<file path="config.mk">
export PLATFORM = sky130hd
export DESIGN_NAME = okt_cmp
export DESIGN_NICKNAME = d
export VERILOG_FILES = /design/src/hw/rtl/okt_pkg.sv /design/src/hw/rtl/okt_cmp.sv
export SDC_FILE = /design/constraint.sdc
export NUM_CORES = 1
export LEC_CHECK = 0
export ABC_AREA = 0
export BUFFER_PORTS_ARGS = -buffer_cell sky130_fd_sc_hd__buf_2
export CORE_MARGIN = 1.5
export CORE_UTILIZATION = 38
export DETAILED_ROUTE_END_ITERATION = 6
export PLACE_DENSITY = 0.78
export SYNTH_ARGS = -nofsm -noshare
export SYNTH_HDL_FRONTEND = slang
export SYNTH_SLANG_ARGS = --single-unit
</file>
<file path="constraint.sdc">
create_clock -name vclk -period 1.1
set_input_delay 0 -clock vclk [all_inputs]
set_output_delay 0 -clock vclk [all_outputs]
set_load 0.005 [all_outputs]
</file>
<file path="src/hw/rtl/okt_pkg.sv">
`timescale 1ns / 1ps
// ----------------------------------------------------------------------------
// okt_pkg
// Shared types and constants for the ordered key table.
// ----------------------------------------------------------------------------
package okt_pkg;

    localparam int KEY_W               = 32;
    localparam int VAL_W               = 32;
    localparam int ENTRY_W             = KEY_W + VAL_W;
    localparam int DEFAULT_TABLE_DEPTH = 64;

    // Command codes carried on the slave tuser
    typedef enum logic [1:0] {
        CMD_WRITE = 2'd0,
        CMD_READ  = 2'd1,
        CMD_START = 2'd2
    } t_cmd;

    // Result status carried on the master tuser
    typedef enum logic [1:0] {
        ST_OK    = 2'd0,
        ST_EMPTY = 2'd1,
        ST_FULL  = 2'd2
    } t_status;

    // Outcome of the shared key comparator
    typedef struct packed {
        logic lt;   // stored key below search key (signed)
        logic eq;   // stored key equals search key
    } t_cmp_res;

endpackage

</file>
<file path="src/hw/rtl/okt_cmp.sv">
`timescale 1ns / 1ps
// ----------------------------------------------------------------------------
// okt_cmp
// Shared signed key comparator used by every search.
// ----------------------------------------------------------------------------
module okt_cmp (
    input  logic [okt_pkg::KEY_W-1:0] i_stored_key,
    input  logic [okt_pkg::KEY_W-1:0] i_search_key,
    output okt_pkg::t_cmp_res         o_res
);
    import okt_pkg::*;

    assign o_res.lt = $signed(i_stored_key) < $signed(i_search_key);
    assign o_res.eq = i_stored_key == i_search_key;

endmodule

</file>
==> metrics.txt <==
outcome=finished with violations; failing checks=setup timing; Sw Ratio=46.2%; # Max-Cap Violations=0; via count=1139; Routed WL=3550 µm; non-filler cells, final=214; share of cells above drive strength 1=68.4%; Switch Pwr=0.000310 W; hpwl dp=1990 µm; die area=2450 µm²; worst-path fanout max=2; fin. max-slew vios=0; Layout Nets=285; first-pass GRT wire length=5440 µm; Final Cell Area=1710 µm²; Placed Area=1350 µm²; Netlist Area Pre-Place=821 µm²; Yosys cell types=24; Rel. slew slack=76.0%; register area share after synthesis=0%; Setup TNS=-562 ps; Syn-to-layout area delta=109%; I/O pin count=66; drt pass-1 iters=4; # rows=16; Clock power frac=0%; critical hold path startpoint=i_search_key[0]; core area=2000 µm²; GRT Util Overall=28.3%; power density over cell area=391 nW/µm²; fmax=687 MHz; crit path capture type=output port; RSZ-0062 raised after global routing=true; starting density of the core=41.0%; hold_ws=532 ps; initial drt markers=16; Die Y=49.5 µm; final setup fails=2; initial antenna violation count=0; Placer Congestion=0.703; Pint=0.000360 W; Net Count, Synth=209; worst slew pin tran=358 ps; grt ovf=0; CP required=1100 ps; startpoint types=input pin; vias per cell=5.32; Core Util, Final=85.6%; sequential power share=0%; largest net degree at the start of global routing=5; diode count=0; DR DRC count=0; synthesized area per cell=7.26 µm²; antenna-violating nets left=0; Comb power frac=100.0%; Lkg Pwr=0.838 nW; Reg area=0 µm²; yosys warns=0; WP data arrival=1460 ps; VDD IR max=0.000243 V; area of the multi-input gates=1070 µm²; setup slack after layout=-356 ps; Mapped Cells=113; hold depth=5; Post-CTS Hold Buffers=0; seq_cells=0; DR WL/cell=16.6 µm; Filler Cell Count=124; crit share post-route=132%; IO buf count=66; Hold Path Class=input pin to output port; fin crit period=1460 ps; vias in the first global route=1248; final hold vios=0; worst setup path class=input pin to output port; CLK BUF=0; WHS Endpoint=o_res[0]; cell count after placement=210; die width=49.5 µm
-- how the worst max path moves through the flow --
stage                           startpoint  endpoint  slack, ps  depth (start not counted)
after floorplan           i_search_key[15]  o_res[1]          9                          7
after global placement    i_stored_key[19]  o_res[1]       -290                          8
after detailed placement  i_stored_key[23]  o_res[1]       -340                          8
after CTS                 i_stored_key[13]  o_res[1]       -260                          9
after global routing      i_search_key[25]  o_res[1]       -430                          9
final                     i_search_key[25]  o_res[1]       -360                          9
-- final cells by class --
cell class / count / area share, %
Multi-Input combinational cell: 81 / 62.5
Timing Repair Buffer: 74 / 27.9
Inverter: 32 / 7.60
Tap cell: 27 / 1.97
-- placed cells by master, fill, tap and decap left out, types with 2 or more instances in the layout --
cell type,synthesis,routed
nand4_1,6,6
buf_4,0,8
o21ai_1,1,3
nand3_1,2,2
a21o_1,2,2
inv_4,0,4
ha_1,32,7
nor2_1,4,4
ha_4,0,25
nand2_1,7,6
buf_6,0,14
inv_2,0,13
a21oi_2,1,4
buf_2,0,52
nor4_4,0,2
inv_1,32,15
a21oi_1,11,8
-- routing by layer --
layer,track usage (%),wire (µm)
met5,0,0
met4,12.0,140
met3,4.24,215
met2,55.6,1810
met1,29.1,1380
-- metrics by stage --
stage,power (W),setup WS [ps]
after global placement,0.000430,-292
after floorplan,0.000249,9.40
final,0.000670,-356
after detailed placement,0.000455,-338
after CTS,0.000589,-256
after global routing,0.000727,-434
-- critical path, cell delays in order --
cell,delay [ps]
buf_6,90
inv_2,60
ha_4,210
a21oi_1,170
nor2_1,90
a211oi_1,350
o2111ai_1,180
o22ai_2,140
buf_2,150
-- what timing repair did --
action,in CTS,in global routing
endpoints found under the setup margin,2,2
setup buffers,4,0
pin swaps,28,3
gates resized for setup,44,5
-- cells by family (layout without fill, tap and decap cells) --
| logic type | after synthesis | after routing | share of synthesized area, % |
|---|---|---|---|
| buf+inv | 32 | 106 | 14.6 |
| fa+ha+maj | 32 | 32 | 48.8 |
| compound gates | 25 | 25 | 20.6 |
| simple gates | 24 | 24 | 16.0 |
-- synth_stat cells, drive strengths merged --
master	number	area, µm²
a21boi	1	11.3
ha	32	400
nor4	2	18.8
a221o	1	10.0
o2111ai	1	8.76
nand2	7	26.3
nor2	4	15.0
a21o	2	15.0
o211ai	1	7.51
nand3	2	10.0
nor2b	1	6.26
o21ai	3	15.0
a211oi	1	7.51
a21oi	12	63.8
nand4	7	50.1
nor3	1	5.00
inv	32	120
o22ai	1	12.5
o31a	1	8.76
a221oi	1	8.76
-- power by group through the flow --
stage	sequential [W]	clock (W)	combinational, W
2_1_floorplan	0	0	0.000249
3_5_place_dp	0	0	0.000455
5_1_grt	0	0	0.000727
3_3_place_gp	0	0	0.000430
4_1_cts	0	0	0.000589
6_report	0	0	0.000670
Power figures use the tool's default switching activity.
