$ cat config.mk
export PLATFORM = sky130hd
export DESIGN_NAME = okt_ram
export DESIGN_NICKNAME = d
export VERILOG_FILES = /design/src/hw/rtl/okt_ram.sv
export SDC_FILE = /design/constraint.sdc
export NUM_CORES = 1
export LEC_CHECK = 0
export BUFFER_PORTS_ARGS = -buffer_cell sky130_fd_sc_hd__buf_2
export CAP_MARGIN = 20
export CORE_MARGIN = 3
export CORE_UTILIZATION = 46
export DETAILED_ROUTE_END_ITERATION = 7
export PLACE_DENSITY = 0.65
export SYNTH_ARGS = -nofsm -noshare
export SYNTH_HDL_FRONTEND = slang
export SYNTH_SLANG_ARGS = --single-unit
$ cat constraint.sdc
create_clock -name i_clk -period 2.6 [get_ports i_clk]
set_input_delay 0.65 -clock i_clk [delete_from_list [all_inputs] [get_ports i_clk]]
set_output_delay 0.65 -clock i_clk [all_outputs]
set_load 0.05 [all_outputs]
$ cat src/hw/rtl/okt_ram.sv
`timescale 1ns / 1ps
// ----------------------------------------------------------------------------
// okt_ram
// Generic simple dual-port RAM: one write port, one read port, registered read.
// ----------------------------------------------------------------------------
module okt_ram #(
    parameter int WIDTH = 8,
    parameter int DEPTH = 16
) (
    input  logic                     i_clk,
    input  logic                     i_we,
    input  logic [$clog2(DEPTH)-1:0] i_waddr,
    input  logic [WIDTH-1:0]         i_wdata,
    input  logic [$clog2(DEPTH)-1:0] i_raddr,
    output logic [WIDTH-1:0]         o_rdata
);

    logic [WIDTH-1:0] r_mem [DEPTH];
    logic [WIDTH-1:0] r_rdata;

    always_ff @(posedge i_clk) begin
        if (i_we) begin
            r_mem[i_waddr] <= i_wdata;
        end
        r_rdata <= r_mem[i_raddr];
    end

    assign o_rdata = r_rdata;

endmodule

==> metrics.md, run 1 <==
| Metric | Value |
|---|---|
| Run status | `complete, no violations` |
| RSZ-0062 raised after global routing | `false` |
| First-pass GRT wire length | `roughly 16000 um` |
| VDD IR max | `0.4414 mV` |
| Met2 Use GR | `0.2586` |
| Fin crit share | `0.6912` |
| Fmax | `approximately 560 MHz` |
| Slew @ Worst Pin | `roughly 740 ps` |
| #FFs+latches synth | `between 100 and 150` |
| IO buf count | `25` |
| Synth top area cells | `edfxtp_1, mux4_2, mux4_1` |
| Average wire per cell in the routed design | `around 23 um` |
| HPWL after detailed placement | `between 6000 and 7000 um` |
| Yosys top cell by area | `edfxtp_1` |
| Req. time, crit path | `around 2000 ps` |
| Detail Route Antenna Nets | `0` |
| Die area | `between 0.01 and 0.015 mm2` |
| Setup bufs post-CTS | `0` |
| Vias | `between 2000 and 2500` |
| Compound-Gate Fraction of Synth Area | `0.02333` |
| XOR/XNOR Fraction of Synth Area | `0` |
| ANT cells | `0` |
| Slowest Stage Delay on Critical Path | `360 ps` |
| Post-detailed-routing wire length | `10020 um` |
| Gr usage total | `0.1722` |
| Synth Area per Inst | `22.48 um2` |
| Busiest metal layer after global routing | `met2` |
| Die H | `approximately 110 um` |
| Critical R2R Launch | `r_mem[10][5]` |
| Deepest clock path buffer count | `2` |
| Clk Latency, worst-skew pair | `roughly 500 ps` |
| CTS H-tree lvls | `4` |
| Root Driver | `clkbuf_8` |
| Vias in the first global route | `approximately 2600` |
| Area share of fa/ha/maj cells after synthesis | `0` |
| Vias per cell | `5.662` |
| IO Pins | `26` |
| Worst Path Max Fanout | `1` |
| Initial DRC count | `173` |
| # hold bufs at CTS | `0` |
| Crit path kind | `reg2out` |
| Dpl ws | `between 300 and 400 ps` |
| Remaining Overflow, GRT | `0` |
| Leakage | `~2 nW` |
| Met3 usage | `0.05380` |
| Nets | `about 300` |
| Post-synth top area share | `0.7467` |
| Setup ws final | `802.8 ps` |
| DRC viols | `0` |
| WP data arrival | `1150 ps` |
| HP Class | `in2reg` |
| Largest net degree at the start of global routing | `33` |
| Slew HR | `0.5032` |
| WP depth | `1` |
| CP Launch Point | `o_rdata[5]` |
| CTS tree | `built` |
| Die Width | `~110 um` |
| Multiplexer share of the synthesized area | `0.1502` |
| CTS clk-pin slew, worst paths | `roughly 50 ps` |
| CTS Sinks | `about 140` |
| Initial antenna violation count | `0` |
| Reg2Reg Depth | `3` |
| Row count | `37` |
| Tot Pwr | `0.004805 W` |
| Buf+Inv Stages, Crit Path | `1` |
| Worst hold margin | `530.7 ps` |
| Terminus of the critical flop-to-flop path | `o_rdata[5]` |
| Initial core utilization | `0.4855` |
| # resized after CTS | `0` |
| Power per cell area | `a little under 800 mW/mm2` |
| Sequential fraction of the synthesis area | `0.7778` |
| CP endpoint | `o_rdata[5]` |
| Drt pass-1 iters | `4` |
| Cell family with most CP delay | `flip-flops` |
| Minimum clock period | `~1800 ps` |
| Clock Skew | `between 7 and 8 ps` |
| Mapped Nets | `between 200 and 250` |
| Synth unique cells | `19` |
| Post-Route Setup TNS | `0 ps` |
| GP Congestion | `between 0.7 and 0.8` |
| Slowest-stage cell, CP | `dfxtp_1` |
| Startpoint Class | `flip-flop` |
| Syn Inst Count | `~230` |
| Met1 Resource Use GR | `0.2383` |
| Mapped Area | `between 0.005 and 0.006 mm2` |
| Layout cells sized above 1 | `0.3041` |
| Core box area | `between 0.01 and 0.015 mm2` |
| Max-cap viol count | `0` |
| Setup slack, reg-to-reg | `approximately 1200 ps` |
| Area growth from synthesis to layout | `17.40%` |
| Yosys warning count | `0` |
| Largest family of logic cells by synthesized area | `multiplexers` |
| Post-Synth Simple-Gate Area | `0.03184` |
| Cells along the critical path | `buf_2` |
| Slew Limit Fails | `0` |
| Critical Path End Type | `output pin` |
| Final setup viols | `0` |
| Final hold vios | `0` |
| Num CTS Buffers | `17` |
## power by group
part	switching, W	internal (W)
registers	0.0000139	0.00245
logic	0.000178	0.0000989
clock network	0.000815	0.00125
total	0.00101	0.00380
## metrics by stage
| step | util | cell area (um2) | cells |
|---|---|---|---|
| 2_1_floorplan | - | 5147 | 229 |
| 4_1_cts | 0.5700 | 6043 | 432 |
| 3_5_place_dp | 0.5218 | 5532 | 400 |
| 6_report | 0.5700 | 6043 | 432 |
| 5_1_grt | 0.5700 | 6043 | 432 |
| 3_3_place_gp | 0.5218 | 5532 | 400 |
## kinds of logic (layout without fill, tap and decap cells)
family	count (synthesis)	count (layout)
AOI/OAI and AO/OA	16	16
buffers and inverters	10	77
DFF	136	136
muxes	32	32
and+or+nand+nor	35	35
## registers in the layout, indices dropped and copies added (netlist names)
register and flops:
r_mem 128, o_rdata 8
## synthesized netlist by cell type, drive strengths merged
| library cell | number |
|---|---|
| nor3 | 4 |
| and2 | 1 |
| nand2 | 9 |
| nand3b | 2 |
| buf | 7 |
| nand2b | 2 |
| clkdlybuf4s25 | 3 |
| nand3 | 1 |
| or3b | 1 |
| nor2 | 13 |
| and2b | 1 |
| edfxtp | 128 |
| a22oi | 16 |
| mux4 | 32 |
| dfxtp | 8 |
| nor2b | 1 |
## layout by cell type, fill, tap and decap left out, types with 4 or more instances in the layout
cell / n
a22oi_1: 16
buf_2: 25
buf_4: 18
clkbuf_1: 4
clkbuf_16: 16
clkinv_2: 6
dfxtp_1: 8
edfxtp_1: 128
mux4_1: 14
mux4_2: 18
nand2_1: 9
nor2_1: 13
nor3_1: 4
## per-layer routing
| layer | share of wire | vias to the layer above |
|---|---|---|
| li1 | - | 1077 |
| met1 | 0.43 | 1280 |
| met2 | 0.50 | 83 |
| met3 | 0.065 | 6 |
| met4 | 0.0079 | 0 |
| met5 | 0 | - |
## worst min path at each step
stage | startpoint | to | depth (start not counted) | slack (ps)
floorplan | r_mem[7][0] | o_rdata[0] | 3 | 630
global placement | r_mem[15][4] | o_rdata[4] | 3 | 660
detailed placement | r_mem[14][4] | o_rdata[4] | 3 | 660
CTS | i_wdata[3] | r_mem[7][3] | 1 | 520
global route | i_wdata[2] | r_mem[13][2] | 1 | 530
finish | i_wdata[2] | r_mem[7][2] | 1 | 530
## cell type report
class                      instances  area, um2
fill                             784       4558
sequential                       136       4004
multi-input combinational         83       1057
clock buffer                      21      429.2
timing repair buffer              45      300.3
tap                              136      170.2
clock inverter                    11      82.58
Note: power is estimated with default switching activity, not from simulation.
==> run 2, diff against run 1 <==
==> constraint.sdc (replaced) <==
create_clock -name i_clk -period 1.8 [get_ports i_clk]
set_input_delay 0.45 -clock i_clk [delete_from_list [all_inputs] [get_ports i_clk]]
set_output_delay 0.45 -clock i_clk [all_outputs]
set_load 0.05 [all_outputs]
==> run 2 against run 1 <==
Cell count rose by 1.4%. Clock power rose by 62%. Sequential power grew 44%. Clock skew about the same. Register-to-register slack worse by 750 ps. Hold slack lost 200 ps. Sequential share of layout area down 1.6 points. Critical endpoint is now o_rdata[6]. Largest cell class unchanged. Largest power group unchanged.
==> metrics.md, run 2 (synthesized netlist as in run 1, its figures left out) <==
| Metric | Value |
|---|---|
| Critical R2R Launch | `r_mem[5][2]` |
| Slew HR | `0.4888` |
| Setup slack, reg-to-reg | `between 400 and 500 ps` |
| Minimum clock period | `1555 ps` |
| HPWL after detailed placement | `roughly 6300 um` |
| Most frequent cells in the layout | `edfxtp_1, buf_2, buf_4, mux4_2` |
| Max-cap viol count | `0` |
| Hold Path End | `r_mem[6][1]` |
| Clk Latency, worst-skew pair | `~500 ps` |
| Vias | `around 2500` |
| Nets | `306` |
| WHS Path Cells | `1` |
| Storage element area | `0.004004 mm2` |
| Deepest clock path buffer count | `2` |
| DRC viols | `0` |
| WP data arrival | `approximately 1100 ps` |
| Initial core utilization | `0.4855` |
| Startpoint Class | `flip-flop` |
| # hold bufs at CTS | `0` |
| Cell family with most CP delay | `flip-flops` |
| Core box area | `0.01060 mm2` |
| Worst hold margin | `328.9 ps` |
| RSZ-0062 raised after global routing | `false` |
| Post-detailed-routing wire length | `slightly below 10000 um` |
| Die Width | `about 110 um` |
| Slew Limit Fails | `0` |
| Critical Path End Type | `output pin` |
| Vias in the first global route | `2605` |
| # resized after CTS | `0` |
| Slew @ Worst Pin | `approximately 770 ps` |
| Biggest register | `r_mem` |
| Setup bufs post-CTS | `0` |
| Reg2Reg Depth | `3` |
| Terminus of the critical flop-to-flop path | `o_rdata[2]` |
| Post-Layout Cell Count | `438` |
| Average wire per cell in the routed design | `between 20 and 25 um` |
| CTS Sinks | `between 100 and 150` |
| Run status | `complete, no violations` |
| Num CTS Buffers | `17` |
| IO buf count | `25` |
| Max reg flops | `between 100 and 150` |
| Hold_sp | `i_wdata[1]` |
| Root Driver | `clkbuf_8` |
| Initial antenna violation count | `1` |
| Largest net degree at the start of global routing | `21` |
| Row count | `37` |
| Clock Skew | `~8 ps` |
| Drt pass-1 iters | `4` |
| Commonest non-fill, non-tap cell in the layout | `edfxtp_1` |
| CTS clk-pin slew, worst paths | `60 ps` |
| Die H | `~110 um` |
| First-pass GRT wire length | `around 15000 um` |
| Slowest-stage cell, CP | `dfxtp_1` |
| Layout cells sized above 1 | `0.3289` |
| Area of the multi-input gates | `about 0.0011 mm2` |
| Vias per cell | `around 5.6` |
| Req. time, crit path | `approximately 1400 ps` |
| Dpl cells | `around 410` |
| Fmax | `about 640 MHz` |
| Initial DRC count | `approximately 160` |
| Filler Cells Inserted | `between 700 and 800` |
| Fin crit share | `0.8637` |
| Power per cell area | `1179 mW/mm2` |
| Die area | `around 0.012 mm2` |
| CTS H-tree lvls | `4` |
| Buf+Inv Stages, Crit Path | `1` |
| GP Congestion | `0.7560` |
| Gr usage total | `0.1640` |
| Remaining Overflow, GRT | `0` |
| Final hold vios | `0` |
| Slowest Stage Delay on Critical Path | `330 ps` |
| Leakage | `around 2.1 nW` |
| Crit path kind | `reg2out` |
| Detail Route Antenna Nets | `0` |
| VDD IR max | `between 0.7 and 0.8 mV` |
| Cells along the critical path | `buf_2` |
| Area growth from synthesis to layout | `20.27%` |
| Final setup viols | `0` |
| CTS tree | `built` |
| HP Class | `in2reg` |
| IO Pins | `26` |
| Post-Route Setup TNS | `0 ps` |
| Worst Path Max Fanout | `1` |
-- run 2: power breakdown --
part | leakage (nW) | total [W] | switching (W) | internal, W
clock | 0.279 | 0.00333 | 0.00123 | 0.00210
combinational | 0.627 | 0.000411 | 0.000255 | 0.000156
sequential | 1.22 | 0.00356 | 0.0000187 | 0.00354
-- run 2: area by class of cell --
class	instances	share of cell area
Sequential cell	136	0.6467
Multi-Input combinational cell	83	0.1716
Clock buffer	19	0.06811
Tap cell	136	0.02749
Timing Repair Buffer	50	0.06063
Clock inverter	13	0.02506
Antenna cell	1	0.0004042
-- run 2: how the worst max path moves through the flow --
stage | startpoint | endpoint | slack, ps | cells past startpoint
floorplan | i_waddr[2] | r_mem[3][0] | 80 | 2
global placement | i_raddr[0] | o_rdata[2] | -90 | 5
detailed placement | i_raddr[0] | o_rdata[5] | -120 | 5
CTS | o_rdata[6] | o_rdata[6] | 210 | 1
global route | o_rdata[6] | o_rdata[6] | 180 | 1
finish | o_rdata[6] | o_rdata[6] | 250 | 1
-- run 2: stage by stage --
stage | instance area, um2 | utilization | power [W] | setup WS, ps
6_report | 6191 | 0.5840 | 0.007299 | 245.3
5_1_grt | 6191 | 0.5840 | 0.007545 | 182.5
4_1_cts | 6188 | 0.5837 | 0.007359 | 210.9
3_5_place_dp | 5612 | 0.5293 | 0.004045 | -117.1
3_3_place_gp | 5612 | 0.5293 | 0.004034 | -90.22
2_1_floorplan | 5152 | - | 0.003876 | 83.85
-- run 2: metal layers --
| metal | share of wire | vias up | track usage |
|---|---|---|---|
| met1 | 0.42 | 1252 | 0.2169 |
| met5 | 0 | - | 0 |
| met4 | 0.019 | 0 | 0.06650 |
| met3 | 0.069 | 14 | 0.04620 |
| li1 | - | 1095 | - |
| met2 | 0.49 | 94 | 0.2586 |
